--- config.mk ---
export PLATFORM = sky130hd
export DESIGN_NAME = linear_queue_with_indexed_delete_top
export DESIGN_NICKNAME = d
export VERILOG_FILES = /design/src/design/lqid_pkg.sv /design/src/design/lqid_ram.sv /design/src/design/linear_queue_with_indexed_delete_top.sv
export VERILOG_INCLUDE_DIRS = /design/src /design/src/design
export SDC_FILE = /design/constraint.sdc
export NUM_CORES = 1
export LEC_CHECK = 0
export BUFFER_PORTS_ARGS = -buffer_cell sky130_fd_sc_hd__clkbuf_2
export CAP_MARGIN = 20
export CORE_ASPECT_RATIO = 2
export CORE_UTILIZATION = 37
export DETAILED_ROUTE_END_ITERATION = 12
export PLACE_DENSITY = 0.49
export SYNTH_ARGS = -nofsm -noshare
export SYNTH_HDL_FRONTEND = slang
export SYNTH_SLANG_ARGS = --single-unit
--- constraint.sdc ---
create_clock -name clk_i -period 4.5 [get_ports clk_i]
set_input_delay 0.225 -clock clk_i [delete_from_list [all_inputs] [get_ports clk_i]]
set_output_delay 0.225 -clock clk_i [all_outputs]
set_load 0.005 [all_outputs]
--- src/design/linear_queue_with_indexed_delete_top_assert.svh ---
// ----------------------------------------------------------------------------
// Assertion macros for the linear queue block
// Clocked on clk_i and held off while rst_ni is low.
// ----------------------------------------------------------------------------
`ifndef LINEAR_QUEUE_WITH_INDEXED_DELETE_TOP_ASSERT_SVH
`define LINEAR_QUEUE_WITH_INDEXED_DELETE_TOP_ASSERT_SVH

// Property that must hold at every clock edge
`define LQID_ASSERT(label, prop, msg) \
  label: assert property (@(posedge clk_i) disable iff (!rst_ni) (prop)) \
    else $error(msg);

// Antecedent implies consequent (consequent may carry a ## delay)
`define LQID_ASSERT_IMP(label, ante, cons, msg) \
  label: assert property (@(posedge clk_i) disable iff (!rst_ni) (ante) |-> cons) \
    else $error(msg);

`endif

--- src/design/lqid_pkg.sv ---
// ----------------------------------------------------------------------------
// lqid_pkg
// Shared types and constants of the linear queue with indexed delete.
// ----------------------------------------------------------------------------
package lqid_pkg;

  // Default number of slots
  localparam int unsigned CAPACITY = 16;

  // Field widths
  localparam int unsigned OP_W     = 3;
  localparam int unsigned VALUE_W  = 32;
  localparam int unsigned INDEX_W  = 4;
  localparam int unsigned STATUS_W = 2;
  localparam int unsigned OCC_W    = 5;

  // Operation codes (codes 5 to 7 are treated as no-ops)
  typedef enum logic [OP_W-1:0] {
    OP_ENQ = 3'd0,
    OP_DEQ = 3'd1,
    OP_DEL = 3'd2,
    OP_CLR = 3'd3,
    OP_LEN = 3'd4
  } op_e;

  // Result status codes
  typedef enum logic [STATUS_W-1:0] {
    ST_OK     = 2'd0,
    ST_FULL   = 2'd1,
    ST_EMPTY  = 2'd2,
    ST_BADIDX = 2'd3
  } status_e;

  // Request payload
  typedef struct packed {
    logic [OP_W-1:0]           operation;
    logic signed [VALUE_W-1:0] value_in;
    logic [INDEX_W-1:0]        slot_index;
  } req_t;

  // Result payload
  typedef struct packed {
    logic signed [VALUE_W-1:0] value_out;
    logic [STATUS_W-1:0]       status;
    logic [OCC_W-1:0]          occupancy;
  } rsp_t;

endpackage

--- src/design/lqid_ram.sv ---
// ----------------------------------------------------------------------------
// lqid_ram
// Generic single-write, single-read RAM with registered read data.
// ----------------------------------------------------------------------------
module lqid_ram #(
  parameter int unsigned Width = lqid_pkg::VALUE_W,
  parameter int unsigned Depth = lqid_pkg::CAPACITY,
  localparam int unsigned AddrW = (Depth > 1) ? $clog2(Depth) : 1
) (
  input  logic             clk_i,
  input  logic             we_i,
  input  logic [AddrW-1:0] waddr_i,
  input  logic [Width-1:0] wdata_i,
  input  logic             re_i,
  input  logic [AddrW-1:0] raddr_i,
  output logic [Width-1:0] rdata_o
);

  logic [Width-1:0] mem_q [Depth];
  logic [Width-1:0] rdata_q;

  // Write port and registered read port
  always_ff @(posedge clk_i) begin
    if (we_i) begin
      mem_q[waddr_i] <= wdata_i;
    end
    if (re_i) begin
      rdata_q <= mem_q[raddr_i];
    end
  end

  assign rdata_o = rdata_q;

endmodule

--- src/design/linear_queue_with_indexed_delete_top.sv ---
// Enqueue, clear, length and refused requests: result registered in the cycle after
//   accept, next request may follow in the very next cycle (busy stays low).
// Dequeue: result registered from the RAM read data in S_DEQ; busy for one cycle.
// Delete at slot: moves (tail - 1 - slot) entries, one per cycle through the single
//   RAM port pair; busy during the moves, result registered after the last move.
// Reset clears head, tail and control; slot contents are left as they are.
// ----------------------------------------------------------------------------
// linear_queue_with_indexed_delete_top
// Array-backed linear queue of signed words with enqueue, dequeue, delete at
// slot, clear and length. Slot words live in a synchronous RAM; head and tail
// pointers and a shift sequencer live in registers here.
// ----------------------------------------------------------------------------
`include "linear_queue_with_indexed_delete_top_assert.svh"

module linear_queue_with_indexed_delete_top #(
  parameter int unsigned CAPACITY = lqid_pkg::CAPACITY
) (
  input  logic          clk_i,
  input  logic          rst_ni,
  input  logic          start,
  output logic          busy,
  input  lqid_pkg::req_t req_i,
  output logic          valid_o,
  output lqid_pkg::rsp_t rsp_o
);

  localparam int unsigned AW = $clog2(CAPACITY);
  localparam int unsigned PW = $clog2(CAPACITY + 1);
  localparam int unsigned CW = (PW > lqid_pkg::INDEX_W) ? PW : lqid_pkg::INDEX_W;

  typedef enum logic [2:0] {
    S_IDLE  = 3'b001,
    S_DEQ   = 3'b010,
    S_SHIFT = 3'b100
  } state_e;

  state_e              state_q, state_d;
  logic [PW-1:0]       head_q, head_d;
  logic [PW-1:0]       tail_q, tail_d;
  logic [AW-1:0]       cur_q, cur_d;
  logic                valid_q, valid_d;
  lqid_pkg::rsp_t      rsp_q, rsp_d;

  logic                ram_we, ram_re;
  logic [AW-1:0]       ram_waddr, ram_raddr;
  logic [lqid_pkg::VALUE_W-1:0] ram_wdata, ram_rdata;

  logic                empty;
  logic [CW-1:0]       idx_ext, idx_next;
  logic                idx_ok, need_shift;
  logic [PW-1:0]       cur_ext, cur_plus2;
  logic                last_move;

  // Slot storage
  lqid_ram #(
    .Width (lqid_pkg::VALUE_W),
    .Depth (CAPACITY)
  ) u_slot_ram (
    .clk_i   (clk_i),
    .we_i    (ram_we),
    .waddr_i (ram_waddr),
    .wdata_i (ram_wdata),
    .re_i    (ram_re),
    .raddr_i (ram_raddr),
    .rdata_o (ram_rdata)
  );

  // Pointer and index checks
  assign empty      = (head_q == tail_q);
  assign idx_ext    = CW'(req_i.slot_index);
  assign idx_next   = idx_ext + CW'(1);
  assign idx_ok     = (idx_ext >= CW'(head_q)) && (idx_ext < CW'(tail_q));
  assign need_shift = (idx_next < CW'(tail_q));
  // tail_q is already pulled back during a shift; last move writes slot tail_q - 1
  assign cur_ext    = PW'(cur_q);
  assign cur_plus2  = cur_ext + PW'(2);
  assign last_move  = ((cur_ext + PW'(1)) == tail_q);

  // Request decode and shift sequencer
  always_comb begin
    state_d   = state_q;
    head_d    = head_q;
    tail_d    = tail_q;
    cur_d     = cur_q;
    valid_d   = 1'b0;
    ram_we    = 1'b0;
    ram_waddr = tail_q[AW-1:0];
    ram_wdata = req_i.value_in;
    ram_re    = 1'b0;
    ram_raddr = head_q[AW-1:0];
    rsp_d.value_out = '0;
    rsp_d.status    = lqid_pkg::ST_OK;

    unique case (state_q)
      S_IDLE: begin
        if (start) begin
          valid_d = 1'b1;
          unique case (lqid_pkg::op_e'(req_i.operation))
            lqid_pkg::OP_ENQ: begin
              if (tail_q == PW'(CAPACITY)) begin
                rsp_d.status = lqid_pkg::ST_FULL;
              end else begin
                ram_we = 1'b1;
                tail_d = tail_q + PW'(1);
              end
            end
            lqid_pkg::OP_DEQ: begin
              if (empty) begin
                rsp_d.status = lqid_pkg::ST_EMPTY;
              end else begin
                // read head now, answer when data returns
                ram_re  = 1'b1;
                head_d  = head_q + PW'(1);
                valid_d = 1'b0;
                state_d = S_DEQ;
              end
            end
            lqid_pkg::OP_DEL: begin
              if (empty) begin
                rsp_d.status = lqid_pkg::ST_EMPTY;
              end else if (!idx_ok) begin
                rsp_d.status = lqid_pkg::ST_BADIDX;
              end else begin
                tail_d = tail_q - PW'(1);
                if (need_shift) begin
                  ram_re    = 1'b1;
                  ram_raddr = idx_next[AW-1:0];
                  cur_d     = idx_ext[AW-1:0];
                  valid_d   = 1'b0;
                  state_d   = S_SHIFT;
                end
              end
            end
            lqid_pkg::OP_CLR: begin
              if (empty) begin
                rsp_d.status = lqid_pkg::ST_EMPTY;
              end
              head_d = '0;
              tail_d = '0;
            end
            lqid_pkg::OP_LEN: begin
              if (empty) begin
                rsp_d.status = lqid_pkg::ST_EMPTY;
              end
            end
            default: ;
          endcase
        end
      end
      S_DEQ: begin
        valid_d         = 1'b1;
        rsp_d.value_out = ram_rdata;
        state_d         = S_IDLE;
      end
      S_SHIFT: begin
        // move slot cur+1 down to cur, fetch the next one unless this is the last move
        ram_we    = 1'b1;
        ram_waddr = cur_q;
        ram_wdata = ram_rdata;
        cur_d     = cur_q + AW'(1);
        if (last_move) begin
          valid_d = 1'b1;
          state_d = S_IDLE;
        end else begin
          ram_re    = 1'b1;
          ram_raddr = cur_plus2[AW-1:0];
        end
      end
      default: state_d = S_IDLE;
    endcase

    rsp_d.occupancy = lqid_pkg::OCC_W'(tail_d - head_d);
  end

  // Control registers
  always_ff @(posedge clk_i or negedge rst_ni) begin
    if (!rst_ni) begin
      state_q <= S_IDLE;
      head_q  <= '0;
      tail_q  <= '0;
      valid_q <= 1'b0;
    end else begin
      state_q <= state_d;
      head_q  <= head_d;
      tail_q  <= tail_d;
      valid_q <= valid_d;
    end
  end

  // Payload registers
  always_ff @(posedge clk_i) begin
    cur_q <= cur_d;
    if (valid_d) begin
      rsp_q <= rsp_d;
    end
  end

  assign busy    = (state_q != S_IDLE);
  assign valid_o = valid_q;
  assign rsp_o   = rsp_q;

  // Checks
  `LQID_ASSERT(a_ptr_order, (head_q <= tail_q) && (tail_q <= PW'(CAPACITY)), "pointer order broken")
  `LQID_ASSERT_IMP(a_deq_latency, start && !busy && !empty && (req_i.operation == lqid_pkg::OP_DEQ), ##2 valid_o, "dequeue result late")
  `LQID_ASSERT_IMP(a_shift_range, state_q == S_SHIFT, cur_ext < tail_q, "shift past tail")

endmodule

==> flow_metrics.tcl <==
set metrics [dict create \
    synth_area_per_cell_um2 15.1 \
    syn_nets 1705 \
    rows 133 \
    vdd_drop_max_uv 296 \
    synth_top_area_cell "edfxtp_1" \
    dr.first_iter.drc_count 1059 \
    diodes 0 \
    ys_seq_area_share_pct 72.6 \
    clockBufferDepth 3 \
    grt_overflow 0 \
    total_power_uw 14700 \
    post-route-min-period_ns 4.12 \
    period_share_pct 91.6 \
    cts-hold-fix-buffers 1 \
    grt_max_degree 71 \
    hold_viol 0 \
    async_reset_ff_share_pct 2.33 \
    cts.repair.resized 0 \
    die_w_um 185 \
    final_util_pct 43.1 \
    skew_ns 0.0139 \
    maxCapViolCount 0 \
    insertion_delay_ns 0.61 \
    drive_gt1_share_pct 16.5 \
    cp.required_ns 4.87 \
    power_density_nw_per_um2 516 \
    yosysMostFrequentCell "edfxtp_1" \
    cts_root_buf "clkbuf_16" \
    grt_pass1_vias 15300 \
    die_area_um2 68100 \
    cp-end-kind "register" \
    drv_slew 0 \
    cts_tree "done" \
    synthFlopType "edfxtp_1" \
    via_count 14700 \
    critPathMaxFanout 30 \
    setup_viol 0 \
    synth_area_leaders "edfxtp_1, mux2i_1, nand2_1" \
    start_kind "register" \
    arrival_ns 4.49 \
    worst_pin_slew_ns 1.01 \
    initial_core_util_pct 37.6 \
    core_um2 65900 \
    netlist.area_leader.share_pct 71.1 \
    cell_internal_pwr_uw 10200 \
    power_frac_comb_pct 26.6 \
    path_class "register to register" \
    gr-usage-all-layers_pct 21.7 \
    run_status "finished, final reports clean" \
    synth_edf_count 587 \
    areaGrowthSynthToFinish_pct 14.6 \
    hp-class "primary input to register" \
    htree_levels 2 \
    power_leakage_uw 0.00981 \
    antenna_found_initial 1 \
    placement.io_buffers 82 \
    syn-cell-area_um2 24800 \
    drt_pass1_iterations 5 \
    die_y_um 368 \
    fin_tns_setup_ns 0 \
    dpl_worst_slack_ns 0.202 \
    ys_types 71 \
    numCtsBuffers 52 \
    clk_pin_slew_ns 0.07 \
    nets 1817 \
    seqPwrFrac_pct 43.6 \
    io_pins 83 \
    gp_congestion 0.864 \
    clkPwrFrac_pct 29.7 \
    wl_per_cell_um 27.1 \
    timing.final.ws_setup_ns 0.379 \
    swShare_pct 30.6 \
    ys_seq_elements 601 \
    timing.fmax_mhz 243 \
    ys_top_cells_by_count "edfxtp_1, nand2_1, mux2i_1" \
    synthCells 1640 \
    yosysWarnings 0 \
    grt_pass1_wl_um 105000 \
    drc 0 \
    p_sw_uw 4480 \
    place_hpwl_um 41400 \
    final_antenna_net_count 0 \
    slew_headroom_pct 32.1 \
    cts_sinks 601 \
    post_cts_buffers 0 \
    rsz0062_at_grt "no" \
    avgViaCountPerCell 5.51 \
    wl_um 72300 \
]
metal layers:
layer | wire (um) | global-route usage [%] | part of all wire (%) | vias to the layer above
li1 | - | - | - | 6574
met3 | 2600 | 2.27 | 3.6 | 123
met1 | 27600 | 24.9 | 38 | 7639
met5 | 0 | 0 | 0 | -
met4 | 2350 | 7.74 | 3.3 | 0
met2 | 39800 | 40.9 | 55 | 381
final timing paths:
path                                       startpoint                      to  slack (ns)  cells past startpoint
worst max-delay path                        head_q[0]  u_slot_ram.rdata_o[16]        0.38                     11
worst min-delay path                         req_i[1]                cur_q[1]        0.04                      3
worst max register to register              head_q[0]  u_slot_ram.rdata_o[16]        0.38                     11
worst min register to register  u_slot_ram.rdata_o[6]               rsp_o[13]        0.56                      1
max in group asynchronous                      rst_ni              state_q[0]        4.09                      2
min in group asynchronous                      rst_ni               head_q[4]        0.09                      2
power by group through the flow:
stage / logic (uW) / registers [uW] / clock network, uW
5_1_grt: 4210 / 6400 / 4650
2_1_floorplan: 2550 / 6500 / 0
3_3_place_gp: 3920 / 6510 / 0
6_report: 3900 / 6390 / 4360
4_1_cts: 3970 / 6390 / 4460
3_5_place_dp: 3960 / 6510 / 0
stage by stage:
step	cells	hold slack [ns]	instance area, um2
after detailed placement	2574	0.187	26800
after floorplan	1640	-0.0706	24800
after global routing	2670	0.0550	28400
after CTS	2670	0.0234	28400
final	2670	0.0423	28400
after global placement	2574	0.183	26800
placed cells by master, fill, tap and decap left out, types with 34 or more instances in the layout:
cell type,count
and2_1,34
edfxtp_1,587
mux2i_1,128
clkbuf_2,82
nand2_1,250
o211ai_1,36
a32o_1,64
o21ai_0,39
buf_4,63
nand3_1,74
clkbuf_16,53
sequential cells by signal, indices dropped and copies added (netlist names):
| register | count |
|---|---|
| cur_q | 4 |
| tail_q | 5 |
| u_slot_ram.rdata_o | 32 |
| state_q | 3 |
| u_slot_ram.mem_q | 512 |
| valid_o | 1 |
| rsp_o | 39 |
| head_q | 5 |
cells by family (layout without fill, tap and decap cells):
kind of cell	after synthesis	count (layout)	synth area share [%]
flip-flops	601	601	72.6
AO/OA/AOI/OAI	267	267	8.61
XOR/XNOR	17	17	0.601
AND/OR/NAND/NOR	449	449	8.29
adder cells (fa/ha/maj)	23	23	1.19
buffers and inverters	122	275	2.08
multiplexers	161	161	6.67
critical path: stages (launching register included):
cell	delay [ns]
dfrtp_1	0.39
ha_1	0.26
nand2b_1	0.13
a2111oi_0	0.54
a2111oi_2	0.17
nor4b_4	0.19
a22o_1	0.23
nor2_4	0.60
buf_4	0.54
nand2_1	0.12
a32o_1	0.29
a311oi_1	0.38
layout make-up:
class                           count  area, um2
Sequential cell                   601      18000
Timing Repair Buffer              159       1150
Clock buffer                       62       1360
Multi-Input combinational cell    917       6490
Clock inverter                     33        244
Fill cell                        6017      37500
Inverter                           21       78.8
Tap cell                          877       1100
Power figures use the tool's default switching activity.
